[src/hw/rtl/ssps_pkg.sv]
// ============================================================================
// Sleep-state power sequencer package
// Shared widths, codes, register reset values and the structs passed between
// the top level and the step logic.
// ============================================================================
package ssps_pkg;

    localparam int COUNT_WIDTH = 20;
    localparam int REG_W       = 20;
    localparam int CMP_W       = (COUNT_WIDTH > REG_W) ? COUNT_WIDTH : REG_W;
    localparam int STATE_W     = 4;
    localparam int PHASE_W     = 3;
    localparam int RAILS_W     = 8;
    localparam int CFG_IDX_W   = 2;

    localparam logic [COUNT_WIDTH-1:0] CNT_MAX = {COUNT_WIDTH{1'b1}};

    localparam logic [RAILS_W-1:0] RAIL_ALWAYS_ON = 8'h01;
    localparam logic [RAILS_W-1:0] RAIL_NONCORE   = 8'h3E;
    localparam logic [RAILS_W-1:0] RAIL_CPU_CORE  = 8'h40;
    localparam logic [RAILS_W-1:0] RAIL_GFX_CORE  = 8'h80;

    localparam logic [REG_W-1:0] WAIT_TIMEOUT_RST = 20'd1000000;
    localparam logic [REG_W-1:0] AON_SETTLE_RST   = 20'd10000;
    localparam logic [REG_W-1:0] SUSCLK_RST       = 20'd5000;
    localparam logic [REG_W-1:0] PWROK_DELAY_RST  = 20'd99000;

    localparam logic [PHASE_W-1:0] PH_0 = 3'd0;
    localparam logic [PHASE_W-1:0] PH_1 = 3'd1;
    localparam logic [PHASE_W-1:0] PH_2 = 3'd2;
    localparam logic [PHASE_W-1:0] PH_3 = 3'd3;

    typedef enum logic [STATE_W-1:0] {
        ST_G3   = 4'd0,
        ST_S5   = 4'd1,
        ST_S3   = 4'd2,
        ST_S0   = 4'd3,
        ST_G3S5 = 4'd4,
        ST_S5S3 = 4'd5,
        ST_S3S0 = 4'd6,
        ST_S0S3 = 4'd7,
        ST_S3S5 = 4'd8
    } state_t;

    typedef enum logic [CFG_IDX_W-1:0] {
        CFG_WAIT_TIMEOUT = 2'd0,
        CFG_AON_SETTLE   = 2'd1,
        CFG_SUSCLK       = 2'd2,
        CFG_PWROK_DELAY  = 2'd3
    } cfg_idx_t;

    typedef struct packed {
        logic swok;
        logic ddren;
        logic shunt;
        logic rcin;
        logic switched;
        logic fan;
        logic core;
        logic pwrok;
    } ctrl_t;

    typedef struct packed {
        state_t                   state;
        logic [PHASE_W-1:0]       phase;
        logic [COUNT_WIDTH-1:0]   count;
        ctrl_t                    ctrl;
    } seq_t;

    typedef struct packed {
        logic [REG_W-1:0] wait_timeout;
        logic [REG_W-1:0] aon_settle;
        logic [REG_W-1:0] susclk_settle;
        logic [REG_W-1:0] pwrok_delay;
    } cfg_t;

    typedef struct packed {
        logic [RAILS_W-1:0] rails_good;
        logic               slp_s3_n;
        logic               slp_s5_n;
        logic               suswarn_n;
        logic               backlight_request;
    } sample_t;

endpackage

[src/hw/rtl/sleep_state_power_sequencer_core.sv]
// ============================================================================
// Sleep-state power sequencer core
// Steps G3/S5/S3/S0 power sequencing, one microsecond tick per transaction.
// ============================================================================
// Timing: an accepted sample is held in the sample register and moves into the
// result register once that register is empty or being drained.
// Throughput: one transaction per cycle while the result receiver keeps up; the
// sequencer state is updated as a sample moves into the result register.
// Reset: asynchronous, active low; state G3, phase 0, count 0, all control
// lines low (rcin_n too), configuration registers at their default values.
module sleep_state_power_sequencer_core (
    input  logic                              clk,
    input  logic                              rst_n,
    // configuration write port
    input  logic                              cfg_we,
    input  logic [ssps_pkg::CFG_IDX_W-1:0]    cfg_index,
    input  logic [ssps_pkg::REG_W-1:0]        cfg_wdata,
    // input channel
    input  logic                              in_valid,
    output logic                              in_ready,
    input  logic [ssps_pkg::RAILS_W-1:0]      rails_good,
    input  logic                              slp_s3_n,
    input  logic                              slp_s5_n,
    input  logic                              suswarn_n,
    input  logic                              backlight_request,
    // output channel
    output logic                              out_valid,
    input  logic                              out_ready,
    output logic [ssps_pkg::STATE_W-1:0]      power_state,
    output logic                              suspend_well_ok,
    output logic                              ddr_enable,
    output logic                              ddr_shunt,
    output logic                              rcin_n,
    output logic                              switched_rails_enable,
    output logic                              fan_enable,
    output logic                              core_rails_enable,
    output logic                              chipset_pwrok,
    output logic                              susack_n,
    output logic                              backlight_enable,
    output logic                              timeout_flag
);
    import ssps_pkg::*;

    // Configuration registers
    cfg_t    cfg_reg;

    // Sample stage
    logic    s1_valid_reg;
    logic    s1_valid_next;
    sample_t s1_data_reg;

    // Sequencer state
    seq_t    seq_reg;
    seq_t    seq_next;
    logic    step_timeout;

    // Result stage
    logic    out_valid_reg;
    logic    out_valid_next;
    seq_t    res_seq_reg;
    logic    res_susack_reg;
    logic    res_backlight_reg;
    logic    res_timeout_reg;

    // Handshake
    logic    s2_load;
    logic    s1_fire;
    logic    in_fire;

    // Result register can take a new transaction when empty or being drained
    assign s2_load  = !out_valid_reg || out_ready;
    assign s1_fire  = s1_valid_reg && s2_load;
    assign in_ready = !s1_valid_reg || s2_load;
    assign in_fire  = in_valid && in_ready;

    assign s1_valid_next  = in_fire || (s1_valid_reg && !s1_fire);
    assign out_valid_next = s1_fire || (out_valid_reg && !out_ready);

    // Configuration writes: the full written word goes to the indexed register
    always_ff @(posedge clk or negedge rst_n)
    begin
        if (!rst_n)
        begin
            cfg_reg.wait_timeout  <= WAIT_TIMEOUT_RST;
            cfg_reg.aon_settle    <= AON_SETTLE_RST;
            cfg_reg.susclk_settle <= SUSCLK_RST;
            cfg_reg.pwrok_delay   <= PWROK_DELAY_RST;
        end
        else if (cfg_we)
        begin
            case (cfg_idx_t'(cfg_index))
                CFG_WAIT_TIMEOUT: cfg_reg.wait_timeout  <= cfg_wdata;
                CFG_AON_SETTLE:   cfg_reg.aon_settle    <= cfg_wdata;
                CFG_SUSCLK:       cfg_reg.susclk_settle <= cfg_wdata;
                CFG_PWROK_DELAY:  cfg_reg.pwrok_delay   <= cfg_wdata;
                default:          cfg_reg <= cfg_reg;
            endcase
        end
    end

    // Capture the sampled pins of each accepted transaction
    always_ff @(posedge clk)
    begin
        if (in_fire)
        begin
            s1_data_reg.rails_good        <= rails_good;
            s1_data_reg.slp_s3_n          <= slp_s3_n;
            s1_data_reg.slp_s5_n          <= slp_s5_n;
            s1_data_reg.suswarn_n         <= suswarn_n;
            s1_data_reg.backlight_request <= backlight_request;
        end
    end

    ssps_step u_step (
        .cur     (seq_reg),
        .cfg     (cfg_reg),
        .smp     (s1_data_reg),
        .nxt     (seq_next),
        .timeout (step_timeout)
    );

    // Control: valid bits and the sequencer state; advance the sequencer only
    // when the sample moves into the result register
    always_ff @(posedge clk or negedge rst_n)
    begin
        if (!rst_n)
        begin
            s1_valid_reg  <= 1'b0;
            out_valid_reg <= 1'b0;
            seq_reg.state <= ST_G3;
            seq_reg.phase <= PH_0;
            seq_reg.count <= '0;
            seq_reg.ctrl  <= '0;
        end
        else
        begin
            s1_valid_reg  <= s1_valid_next;
            out_valid_reg <= out_valid_next;
            if (s1_fire)
            begin
                seq_reg <= seq_next;
            end
        end
    end

    // Result payload: hold while the consumer stalls
    always_ff @(posedge clk)
    begin
        if (s1_fire)
        begin
            res_seq_reg       <= seq_next;
            res_susack_reg    <= s1_data_reg.suswarn_n;
            res_backlight_reg <= s1_data_reg.backlight_request;
            res_timeout_reg   <= step_timeout;
        end
    end

    assign out_valid             = out_valid_reg;
    assign power_state           = res_seq_reg.state;
    assign suspend_well_ok       = res_seq_reg.ctrl.swok;
    assign ddr_enable            = res_seq_reg.ctrl.ddren;
    assign ddr_shunt             = res_seq_reg.ctrl.shunt;
    assign rcin_n                = res_seq_reg.ctrl.rcin;
    assign switched_rails_enable = res_seq_reg.ctrl.switched;
    assign fan_enable            = res_seq_reg.ctrl.fan;
    assign core_rails_enable     = res_seq_reg.ctrl.core;
    assign chipset_pwrok         = res_seq_reg.ctrl.pwrok;
    assign susack_n              = res_susack_reg;
    assign backlight_enable      = res_backlight_reg;
    assign timeout_flag          = res_timeout_reg;

`ifndef ASSERT_OFF
    // Sequencer must not move unless a transaction is stepped
    a_seq_hold: assert property (@(posedge clk) disable iff (!rst_n)
        !s1_fire |=> $stable(seq_reg))
        else $error("sequencer state changed without a stepped transaction");

    // A rail timeout only happens in the states that wait for rails
    a_timeout_state: assert property (@(posedge clk) disable iff (!rst_n)
        (out_valid && timeout_flag) |->
            (power_state == ST_G3S5 || power_state == ST_S3S0))
        else $error("timeout flagged outside a rail wait");

    // Power ok to the chipset requires the core rails enabled
    a_pwrok_core: assert property (@(posedge clk) disable iff (!rst_n)
        (out_valid && chipset_pwrok) |-> core_rails_enable)
        else $error("chipset power ok without core rails");

    // Memory rail enable and shunt are never on together
    a_ddr_shunt: assert property (@(posedge clk) disable iff (!rst_n)
        out_valid |-> !(ddr_enable && ddr_shunt))
        else $error("memory rail enabled while shunted");
`endif

endmodule

[src/hw/rtl/ssps_step.sv]
// ============================================================================
// Sleep-state power sequencer step logic
// Next sequencer state, phase, tick count and control lines for one tick.
// ============================================================================
module ssps_step (
    input  ssps_pkg::seq_t    cur,
    input  ssps_pkg::cfg_t    cfg,
    input  ssps_pkg::sample_t smp,
    output ssps_pkg::seq_t    nxt,
    output logic              timeout
);
    import ssps_pkg::*;

    logic [COUNT_WIDTH-1:0] cnt_inc;
    logic                   cnt_sat;

    // Delay or timeout ends when the bumped count reaches len or saturates
    function automatic logic reached(input logic [COUNT_WIDTH-1:0] cnt,
                                     input logic [REG_W-1:0]       len);
        reached = (CMP_W'(cnt) >= CMP_W'(len)) || (cnt == CNT_MAX);
    endfunction

    function automatic logic rails_met(input logic [RAILS_W-1:0] rails,
                                       input logic [RAILS_W-1:0] want);
        rails_met = ((rails & want) == want);
    endfunction

    assign cnt_sat = (cur.count == CNT_MAX);
    assign cnt_inc = cnt_sat ? cur.count : cur.count + COUNT_WIDTH'(1);

    always_comb
    begin
        nxt     = cur;
        timeout = 1'b0;
        case (cur.state)
            ST_G3S5:
            begin
                if (cur.phase == PH_1)
                begin
                    nxt.count = cnt_inc;
                    if (reached(cnt_inc, cfg.aon_settle))
                    begin
                        nxt.ctrl.swok = 1'b1;
                        nxt.phase     = PH_2;
                        nxt.count     = '0;
                    end
                end
                else if (cur.phase == PH_2)
                begin
                    nxt.count = cnt_inc;
                    if (reached(cnt_inc, cfg.susclk_settle))
                    begin
                        nxt.state = ST_S5;
                        nxt.phase = PH_0;
                        nxt.count = '0;
                    end
                end
                else
                begin
                    if (rails_met(smp.rails_good, RAIL_ALWAYS_ON))
                    begin
                        nxt.phase = PH_1;
                        nxt.count = '0;
                    end
                    else if (reached(cnt_inc, cfg.wait_timeout))
                    begin
                        timeout   = 1'b1;
                        nxt.phase = PH_1;
                        nxt.count = '0;
                    end
                    else
                    begin
                        nxt.count = cnt_inc;
                    end
                end
            end
            ST_S5:
            begin
                if (smp.slp_s5_n)
                begin
                    nxt.state = ST_S5S3;
                    nxt.phase = PH_0;
                    nxt.count = '0;
                end
            end
            ST_S5S3:
            begin
                nxt.ctrl.shunt = 1'b0;
                nxt.ctrl.ddren = 1'b1;
                nxt.state      = ST_S3;
                nxt.phase      = PH_0;
                nxt.count      = '0;
            end
            ST_S3:
            begin
                if (smp.slp_s3_n)
                begin
                    nxt.state = ST_S3S0;
                    nxt.phase = PH_0;
                    nxt.count = '0;
                end
                else if (!smp.slp_s5_n)
                begin
                    nxt.state = ST_S3S5;
                    nxt.phase = PH_0;
                    nxt.count = '0;
                end
            end
            ST_S3S0:
            begin
                if (cur.phase == PH_1)
                begin
                    if (rails_met(smp.rails_good, RAIL_NONCORE))
                    begin
                        nxt.ctrl.core = 1'b1;
                        nxt.phase     = PH_2;
                        nxt.count     = '0;
                    end
                    else if (reached(cnt_inc, cfg.wait_timeout))
                    begin
                        timeout       = 1'b1;
                        nxt.ctrl.core = 1'b1;
                        nxt.phase     = PH_2;
                        nxt.count     = '0;
                    end
                    else
                    begin
                        nxt.count = cnt_inc;
                    end
                end
                else if (cur.phase == PH_2)
                begin
                    if (rails_met(smp.rails_good,
                                  RAIL_NONCORE | RAIL_CPU_CORE | RAIL_GFX_CORE))
                    begin
                        nxt.phase = PH_3;
                        nxt.count = '0;
                    end
                    else if (reached(cnt_inc, cfg.wait_timeout))
                    begin
                        timeout   = 1'b1;
                        nxt.phase = PH_3;
                        nxt.count = '0;
                    end
                    else
                    begin
                        nxt.count = cnt_inc;
                    end
                end
                else if (cur.phase == PH_3)
                begin
                    nxt.count = cnt_inc;
                    if (reached(cnt_inc, cfg.pwrok_delay))
                    begin
                        nxt.ctrl.pwrok = 1'b1;
                        nxt.state      = ST_S0;
                        nxt.phase      = PH_0;
                        nxt.count      = '0;
                    end
                end
                else
                begin
                    nxt.ctrl.rcin     = 1'b1;
                    nxt.ctrl.switched = 1'b1;
                    nxt.ctrl.fan      = 1'b1;
                    nxt.phase         = PH_1;
                    nxt.count         = '0;
                end
            end
            ST_S0:
            begin
                if (!smp.slp_s3_n)
                begin
                    nxt.state = ST_S0S3;
                    nxt.phase = PH_0;
                    nxt.count = '0;
                end
            end
            ST_S0S3:
            begin
                if (cur.phase == PH_1)
                begin
                    nxt.ctrl.core     = 1'b0;
                    nxt.ctrl.rcin     = 1'b0;
                    nxt.ctrl.fan      = 1'b0;
                    nxt.ctrl.switched = 1'b0;
                    nxt.state         = ST_S3;
                    nxt.phase         = PH_0;
                    nxt.count         = '0;
                end
                else
                begin
                    nxt.ctrl.pwrok = 1'b0;
                    nxt.phase      = PH_1;
                    nxt.count      = '0;
                end
            end
            ST_S3S5:
            begin
                nxt.ctrl.ddren = 1'b0;
                nxt.ctrl.shunt = 1'b1;
                nxt.state      = ST_S5;
                nxt.phase      = PH_0;
                nxt.count      = '0;
            end
            default:
            begin
                // G3 and unused codes start the G3 to S5 sequence
                nxt.state = ST_G3S5;
                nxt.phase = PH_0;
                nxt.count = '0;
            end
        endcase
    end

endmodule

[config.mk]
export PLATFORM = sky130hd
export DESIGN_NAME = sleep_state_power_sequencer_core
export DESIGN_NICKNAME = d
export VERILOG_FILES = /design/src/hw/rtl/ssps_pkg.sv /design/src/hw/rtl/sleep_state_power_sequencer_core.sv /design/src/hw/rtl/ssps_step.sv
export SDC_FILE = /design/constraint.sdc
export NUM_CORES = 1
export LEC_CHECK = 0
export ABC_CLOCK_PERIOD_IN_PS = 4950
export BUFFER_PORTS_ARGS = -buffer_cell sky130_fd_sc_hd__buf_2
export CORE_ASPECT_RATIO = 1.4
export CORE_MARGIN = 1
export CORE_UTILIZATION = 35
export CTS_CLUSTER_DIAMETER = 100
export CTS_CLUSTER_SIZE = 40
export DETAILED_ROUTE_END_ITERATION = 8
export HOLD_SLACK_MARGIN = 0.03
export SLEW_MARGIN = 0
export SYNTH_ARGS = -nofsm -noshare
export SYNTH_HDL_FRONTEND = slang
export SYNTH_HIERARCHICAL = 1
export SYNTH_SLANG_ARGS = --single-unit
[constraint.sdc]
create_clock -name clk -period 4.95 [get_ports clk]
set_clock_uncertainty 0.2 [all_clocks]
set_input_delay 0 -clock clk [delete_from_list [all_inputs] [get_ports clk]]
set_output_delay 0 -clock clk [all_outputs]
set_load 0.01 [all_outputs]
==> metrics.txt, run 1 <==
vias in the first global route=6,628; Post CTS Setup Buffer Count=0; H-tree Lvls=4; share of layout cells above drive strength 1=24.76%; CTS tree=built; xor-xnor portion of the synthesized cell area=1.087%; #FFs+latches synth=144; Achievable Freq=211.8 MHz; Setup CP Type=flip-flop to flip-flop; post-synthesis adder-cell area fraction=11.43%; Worst-path clk slew=70 ps; initial DRC count=363; n_diodes=0; total wire length=21.42 mm; CP Launch Type=flip-flop; Syn Area/Cell=10.76 µm²; Synth top area share=26.25%; final setup margin=228.3 ps; status=completed; CP Max Fanout=6; HP Class=input port to flip-flop; synthesized instance count=824; Place WS=109.9 ps; area occupied by registers=0.003770 mm²; Nets=1,052; area grow syn2layout=19.35%; Total GRT Usage=17.72%; minimum clock period=4722 ps; Rel. slew slack=30.09%; Vias/cell=5.216; total power=0.003939 W; Worst Path Arrival=4900 ps; DRC=0; Synthesis Warnings=6; gr ovfl total=0; Pwr Density=372.3 mW/mm²; CTS root buf=clkbuf_16; fill cell count=2,383; Clk Latency, worst-skew pair=430 ps; row count=68; Post-Synth Simple-Gate Area=12.89%; # IOs=56; Mapped Area=0.008865 mm²; synth unique cells=71; first-pass GRT wire length=35.06 mm; CORE AREA=0.02476 mm²; die area=0.02598 mm²; drt wl/cell=17.00 µm; clock buffer depth=2; Worst-Margin Slew=1049 ps; Max Slew Vio Count=0; Clock Sinks=144; compound-gate portion of the synthesized area=11.70%; via count=6,572; net count after synthesis=944; post-synthesis mux area share=14.74%; Initial Utilization=35.80%; die height=190.3 µm; Crit. End Element=flip-flop; dpl hpwl=15.96 mm; Detail Route Antenna Nets=0; Seq/Total Area, Yosys=42.51%; Buffers on Ports=55; final setup vio count=0; Max rail drop VDD=0.2690 mV; Post-synth EDFFs=27; top post-synthesis cells by area=dfrtp_1, ha_1, mux2_2; WP data required=5130 ps; area of the multi-input gates=0.004613 mm²; pin count of the biggest net entering global routing=81; TritonCTS buffer count=17; max reg flops=80; antenna violations before repair=0; Synth async-reset ratio=81.25%; largest family of logic cells by synthesized area=multiplexers; 1st-pass router iterations=5; routability cong.=0.9050; Tcrit/Tclk final=95.39%; final hold violation count=0; Max Cap Viol=0; Main synth FF type=dfrtp_1; Leakage Power=5.005 nW; Die W=136.5 µm; RSZ-0062 raised after global routing=yes; cell taking the most area after synthesis=dfrtp_1
## cells in the mapped netlist, drive strengths merged (6+ instances only)
cell type  instances
dfstp             24
nand2             60
nand2b            10
edfxtp            27
a211o              6
o21ai             31
mux2             116
nand3             25
a31oi              7
dfrtp             93
a22o              16
inv               86
nor3              17
buf               21
ha                81
nand4             17
a21o              10
a211oi             8
xnor2              7
and3               8
nor2              34
a21oi             31
clkbuf             9
o31ai              7
## per-stage QoR
| step | util [%] | TNS, ps | hold slack [ps] | std cells | cell area [µm²] |
|---|---|---|---|---|---|
| 3_3_place_gp | 38.70 | 0 | -22.90 | 1192 | 9580 |
| 2_1_floorplan | - | 0 | -495.6 | 824 | 8865 |
| 5_1_grt | 42.73 | -5.998 | 58.88 | 1260 | 10580 |
| 3_5_place_dp | 38.70 | 0 | -21.80 | 1192 | 9580 |
| 6_report | 42.73 | 0 | 52.48 | 1260 | 10580 |
| 4_1_cts | 42.70 | 0 | 39.92 | 1260 | 10570 |
## what timing repair did
action	CTS	global route
hold endpoints to repair	172	0
setup endpoints to repair	0	22
gates resized for setup	0	4
hold buffers	36	0
## final timing paths
check                                from  cells past startpoint  slack, ps           to
setup / recovery               seq_reg[8]                     17        230  seq_reg[23]
min in group asynchronous           rst_n                      2         90  cfg_reg[12]
hold / removal               cfg_index[0]                      4         50  cfg_reg[62]
max in group asynchronous           rst_n                      3       3380  cfg_reg[16]
hold reg to reg            s1_data_reg[1]                      0        220     susack_n
setup reg to reg               seq_reg[8]                     17        230  seq_reg[23]
## placed cells by master, fill, tap and decap left out, drive strengths merged, types with 4 or more instances in the layout
cell	n
mux2	116
dfrtp	93
inv	90
buf	83
ha	81
nand2	60
dlygate4sd3	36
nor2	34
a21oi	31
o21ai	31
edfxtp	27
nand3	25
dfstp	24
clkbuf	18
nand4	17
nor3	17
a22o	16
a21o	10
nand2b	10
and3	8
a211oi	8
xnor2	7
a31oi	7
o31ai	7
a211o	6
and2	5
and4	5
o21a	5
nor3b	5
bufinv	4
xor2	4
or2	4
nor4	4
## worst max-delay path, stage by stage (launching register included)
cell	delay, ps
dfrtp_1	450
ha_1	240
nand4_2	180
nor3_4	210
nand2_1	220
a31oi_1	310
buf_4	180
ha_1	230
a21oi_1	190
o21ai_0	210
a221oi_1	430
a211oi_1	120
or3_1	390
a211oi_2	340
nand3_4	150
and2_1	210
o31ai_1	220
mux2_2	190
## routing by layer
layer  GRT usage, %  vias up  wire (µm)
met5              0        -          0
met4          7.564        0        552
met3          2.844       34        545
met2          32.70      114      11650
met1          19.74     3207       8677
li1               -     3217          -
## report_power, final
part / internal [W] / total, W / switching, W
logic: 0.000457 / 0.00100 / 0.000546
registers: 0.00143 / 0.00155 / 0.000123
clock network: 0.000851 / 0.00138 / 0.000532
## area by class of cell
class	instances	share of cell area, %
multi-input cells	564	43.60
well taps	315	3.725
inverters	86	3.051
repair buffers	119	8.018
clock inverters	14	1.916
flip-flops and latches	144	35.63
clock buffers	18	4.056
## logic make-up (layout without fill, tap and decap cells)
logic type      after synthesis  after routing
compound gates              149            149
xor+xnor                     11             11
fa+ha+maj                    81             81
buf+inv                     116            237
flops                       144            144
mux                         116            116
simple gates                207            207
No activity file was read; power rests on OpenSTA's default activity.
==> inputs of run 2 (changes only) <==
CORE_UTILIZATION = 42   (was 35)
==> run 2 against run 1 <==
The run now ends with DRC left. Non-clock buffer count fell by 5. Largest cell class unchanged. Worst hold slack improved by 3.0 ps. Critical path type unchanged. Die area fell by 16%. Cell count fell by 5.1%.
==> metrics.txt, run 2 (synthesized netlist as in run 1, its figures left out) <==
Sw Ratio=30.03%; Pwr Density=368.0 mW/mm²; Rel. slew slack=29.66%; area of the multi-input gates=0.004634 mm²; first-pass GRT wire length=34.29 mm; share of layout cells above drive strength 1=24.68%; Total GRT Usage=20.53%; r2r setup slk=250 ps; Tcrit/Tclk final=94.93%; final setup margin=251.0 ps; commonest non-fill, non-tap cells in the layout=dfrtp_1, inv_1, ha_1; gr ovfl total=0; Detail Route Antenna Nets=0; Clock power frac=34.2%; final hold violation count=0; # IOs=56; Max Cap Viol=0; via count=6,543; WP data required=5130 ps; drt wl/cell=17.35 µm; max reg flops=80; CORE AREA=0.02063 mm²; minimum clock period=4699 ps; 1st-pass router iterations=7; DRC=8; CTS root buf=clkbuf_16; total wire length=20.75 mm; Place WS=101.0 ps; CP Max Fanout=9; Die W=124.8 µm; internal power=0.002694 W; dpl hpwl=15.23 mm; antenna violations before repair=0; die height=173.9 µm; sequential share of power=40.4%; area grow syn2layout=18.00%; DP Area=0.009447 mm²; Clk Latency, worst-skew pair=440 ps; vias in the first global route=6,569; Clock Sinks=144; Crit. End Element=flip-flop; Setup CP Type=flip-flop to flip-flop; Max rail drop VDD=0.2814 mV; CP Launch Type=flip-flop; H-tree Lvls=4; status=finished with violations; initial DRC count=347; row count=62; fill cell count=1,899; Initial Utilization=42.96%; Worst Path Arrival=4870 ps; TritonCTS buffer count=17; HP Class=input port to flip-flop; Vias/cell=5.471; Max Slew Vio Count=0; final setup vio count=0; Worst-Margin Slew=1055 ps; die area=0.02170 mm²; commonest non-fill, non-tap cell in the layout=dfrtp_1; Achievable Freq=212.8 MHz; Nets=1,047; area occupied by registers=0.003771 mm²; Final Instance Area=0.01046 mm²; dpl cells=1,125; Worst-path clk slew=60 ps; pin count of the biggest net entering global routing=81; n_diodes=0; Leakage Power=4.986 nW; Cell Count, Final, Fillers Out=1,196; CTS tree=built; routability cong.=0.8822; Net Sw Power=0.001156 W; failing checks=DRC; Comb pwr share=25.3%; clock buffer depth=2; Buffers on Ports=55
-- run 2: cell count changes in the layout (fill, tap and decap cells not counted), sizes merged --
cell / before / now
clkbuf: 18 / 22
bufinv: 4 / 3
buf: 83 / 78
inv: 90 / 87
clkinv: 3 / 6
clkinvlp: 3 / 0
-- run 2: power by group through the flow --
stage,sequential (W),clock [W],combinational [W]
detailed placement,0.00158,0,0.000940
floorplan,0.00154,0,0.000715
global route,0.00159,0.00140,0.00111
global placement,0.00157,0,0.000928
CTS,0.00156,0.00135,0.000975
finish,0.00156,0.00132,0.000975
-- run 2: worst max-delay path: stages (launching register included) --
cell       delay (ps)
dfrtp_1           510
nand2_1           250
nor4_4            450
o311ai_1          190
xor2_1            340
inv_1             170
ha_1              320
a21oi_1           150
nor2_1             70
a2111oi_1         370
o21ai_1           200
o31a_1            320
a211oi_2          290
nand3_4           150
and2_1            210
o31ai_1           250
mux2_2            210
-- run 2: area by class of cell --
type / count / share of cell area [%]
repair buffers: 114 / 7.751
clock inverters: 10 / 1.304
flip-flops and latches: 144 / 36.05
well taps: 256 / 3.062
inverters: 86 / 3.086
clock buffers: 22 / 4.438
multi-input cells: 564 / 44.31
-- run 2: per-stage QoR --
| stage | total power, W | setup TNS (ps) | hold slack, ps | util, % |
|---|---|---|---|---|
| after floorplan | 0.002250 | 0 | -495.6 | - |
| after global placement | 0.002498 | 0 | -22.29 | 45.78 |
| after detailed placement | 0.002518 | 0 | -21.48 | 45.78 |
| after CTS | 0.003883 | 0 | 43.44 | 50.44 |
| after global routing | 0.004093 | -53.83 | 68.50 | 50.69 |
| final | 0.003850 | 0 | 55.52 | 50.69 |
-- run 2: final timing paths --
kind                          endpoint           start  depth (start not counted)
min reg2reg                   susack_n  s1_data_reg[1]                          0
max                        seq_reg[23]     seq_reg[11]                         16
min                        cfg_reg[21]          cfg_we                          4
max reg2reg                seq_reg[23]     seq_reg[11]                         16
min in group asynchronous  cfg_reg[12]           rst_n                          2
max in group asynchronous  seq_reg[14]           rst_n                          3
-- run 2: layer usage --
metal | track usage, % | part of all wire, %
met1 | 23.47 | 42
met2 | 36.19 | 52
met3 | 4.063 | 3.1
met4 | 10.70 | 3.5
met5 | 0 | 0
-- run 2: repair_timing --
action | CTS | global route
endpoints found under the hold margin | 154 | 0
hold buffers | 36 | 0
gates resized for setup | 0 | 9
buffers inserted | 0 | 3
endpoints found under the setup margin | 0 | 21
==> inputs of run 3 (changes only) <==
REMOVE_ABC_BUFFERS = 1   (was unset)
==> run 3 against run 2 <==
The flow still finishes with violations (DRC). Sequential share of layout area fell by 0.11 points. Cell area rose by 0.25%. Worst hold slack got worse by 6.0 ps. Clock power fell by 8%. First-iteration DRC count fell by 10%. Non-clock buffer count rose by 10. Critical path depth fell by 1. Global-route usage rose by 0.46 points. Setup slack improved by 160 ps. Critical path type unchanged. Critical endpoint is now seq_reg[7]. Largest cell class unchanged. Largest power group unchanged.
==> metrics.txt, run 3 (synthesized netlist as in run 1, its figures left out) <==
CORE AREA=0.02063 mm²; CP Launch Type=flip-flop; Tcrit/Tclk final=91.63%; Initial Utilization=42.96%; area grow syn2layout=18.29%; Crit path largest cell delay=520 ps; Clk Latency, worst-skew pair=440 ps; Pwr Density=363.1 mW/mm²; Worst Path Arrival=4660 ps; Worst-path clk slew=70 ps; die area=0.02170 mm²; status=finished with violations; dpl hpwl=15.22 mm; gr ovfl total=0; Worst-Margin Slew=751.8 ps; final setup vio count=0; final hold violation count=0; RSZ-0062 raised after global routing=no; Setup CP Type=flip-flop to flip-flop; Buffers on Ports=55; CTS root buf=clkbuf_16; drt wl/cell=17.47 µm; setup TNS=0 ps; pin count of the biggest net entering global routing=61; fill cell count=1,918; antenna violations before repair=0; total wire length=21.07 mm; WP buf/inv=1; most frequent CP cell=nand2_1; r2r setup slk=410 ps; commonest non-fill, non-tap cell in the layout=dfrtp_1; # IOs=56; met1 Use GR=24.89%; Die W=124.8 µm; Achievable Freq=220.5 MHz; clock buffer depth=2; minimum clock period=4536 ps; Total GRT Usage=20.99%; row count=62; CTS tree=built; Leakage Power=4.999 nW; CP Cell Sequence=nand2_1 -> nor3_1 -> nand2_1 -> xnor2_2 -> buf_4 -> ha_1 -> nand2b_1 -> a2111oi_0 -> o22ai_1 -> or3_1 -> a211o_1 -> o21ai_0 -> nor2_1 -> or2_2 -> mux2_2; DRC=14; Max Cap Viol=0; Crit. End Element=flip-flop; Max rail drop VDD=0.2533 mV; area of the multi-input gates=0.004622 mm²; first-pass GRT wire length=35.27 mm; 1st-pass router iterations=7; H-tree Lvls=4; Max Slew Vio Count=0; share of layout cells above drive strength 1=25.16%; initial DRC count=312; CP Max Fanout=9; max reg flops=80; WP data required=5070 ps; met2 Resource Use GR=36.10%; HP Class=input port to flip-flop; Clock Sinks=144; failing checks=DRC; commonest non-fill, non-tap cells in the layout=dfrtp_1, inv_1, ha_1; CP top delay family=simple AND/OR/NAND/NOR gates; Nets=1,057; die height=173.9 µm; Rel. slew slack=49.88%; met3 usage=3.786%; CP max stage cell=dfrtp_1; n_diodes=0; Detail Route Antenna Nets=0; GR peak layer=met2; total power=0.003808 W; vias in the first global route=6,801; area occupied by registers=0.003769 mm²; Vias/cell=5.527; TritonCTS buffer count=17; routability cong.=0.9137; via count=6,666
-- run 3: cell count changes in the layout (fill, tap and decap cells not counted), moves of 2 or more --
cell        previous run  this run
clkinv_2               4         0
dfrtp_2                2         0
inv_8                  0         2
clkbuf_1               3         0
dfrtp_1               91        93
buf_4                 24        32
clkbuf_8               2         0
inv_6                  1         5
clkinvlp_4             0         4
bufinv_16              3         0
-- run 3: worst reg2reg max path, stage by stage (launching register included) --
cell and delay, ps:
dfrtp_1 520, nand2_1 160, nor3_1 360, nand2_1 270, xnor2_2 220, buf_4 170, ha_1 260, nand2b_1 140
a2111oi_0 410, o22ai_1 140, or3_1 410, a211o_1 360, o21ai_0 170, nor2_1 80, or2_2 300, mux2_2 260
-- run 3: final timing paths --
kind	start	to	cells after the start
max in group asynchronous	rst_n	cfg_reg[61]	4
min	cfg_index[0]	cfg_reg[62]	4
min in group asynchronous	rst_n	seq_reg[32]	3
min reg2reg	s1_data_reg[0]	backlight_enable	0
max reg2reg	seq_reg[23]	seq_reg[7]	15
max	seq_reg[23]	seq_reg[7]	15
-- run 3: area by class of cell --
cell class	instances	area share, %
multi-input combinational	564	44.08
tap	256	3.055
clock buffer	17	4.057
timing repair buffer	124	8.591
clock inverter	15	1.205
sequential	144	35.94
inverter	86	3.078
-- run 3: metrics by stage --
step                      instance area [µm²]  hold slack (ps)  util, %  std cells  setup slack, ps
after floorplan                          8687           -495.6        -        794            353.0
after detailed placement                 9522           -51.28    46.14       1135            193.2
after global routing                    10490            55.64    50.82       1206            15.47
final                                   10490            49.53    50.82       1206            414.2
after CTS                               10460            42.68    50.71       1205            171.1
after global placement                   9522           -51.14    46.14       1135            238.3
-- run 3: where the power goes --
group          internal, W  total [W]  switching [W]
Combinational     0.000480    0.00105       0.000568
Sequential         0.00143    0.00154       0.000113
Clock             0.000654    0.00122       0.000563
Total              0.00256    0.00381        0.00124
-- run 3: repair_timing --
item	in CTS	in global routing
endpoints found under the hold margin	163	0
hold buffers	38	0
gates resized for setup	0	4
buffers inserted	0	1
setup endpoints to repair	0	21
-- run 3: layer usage --
metal | wire length, µm | share of wire [%]
met1 | 8859 | 42
met2 | 10550 | 50
met3 | 832 | 3.9
met4 | 823 | 3.9
met5 | 0 | 0
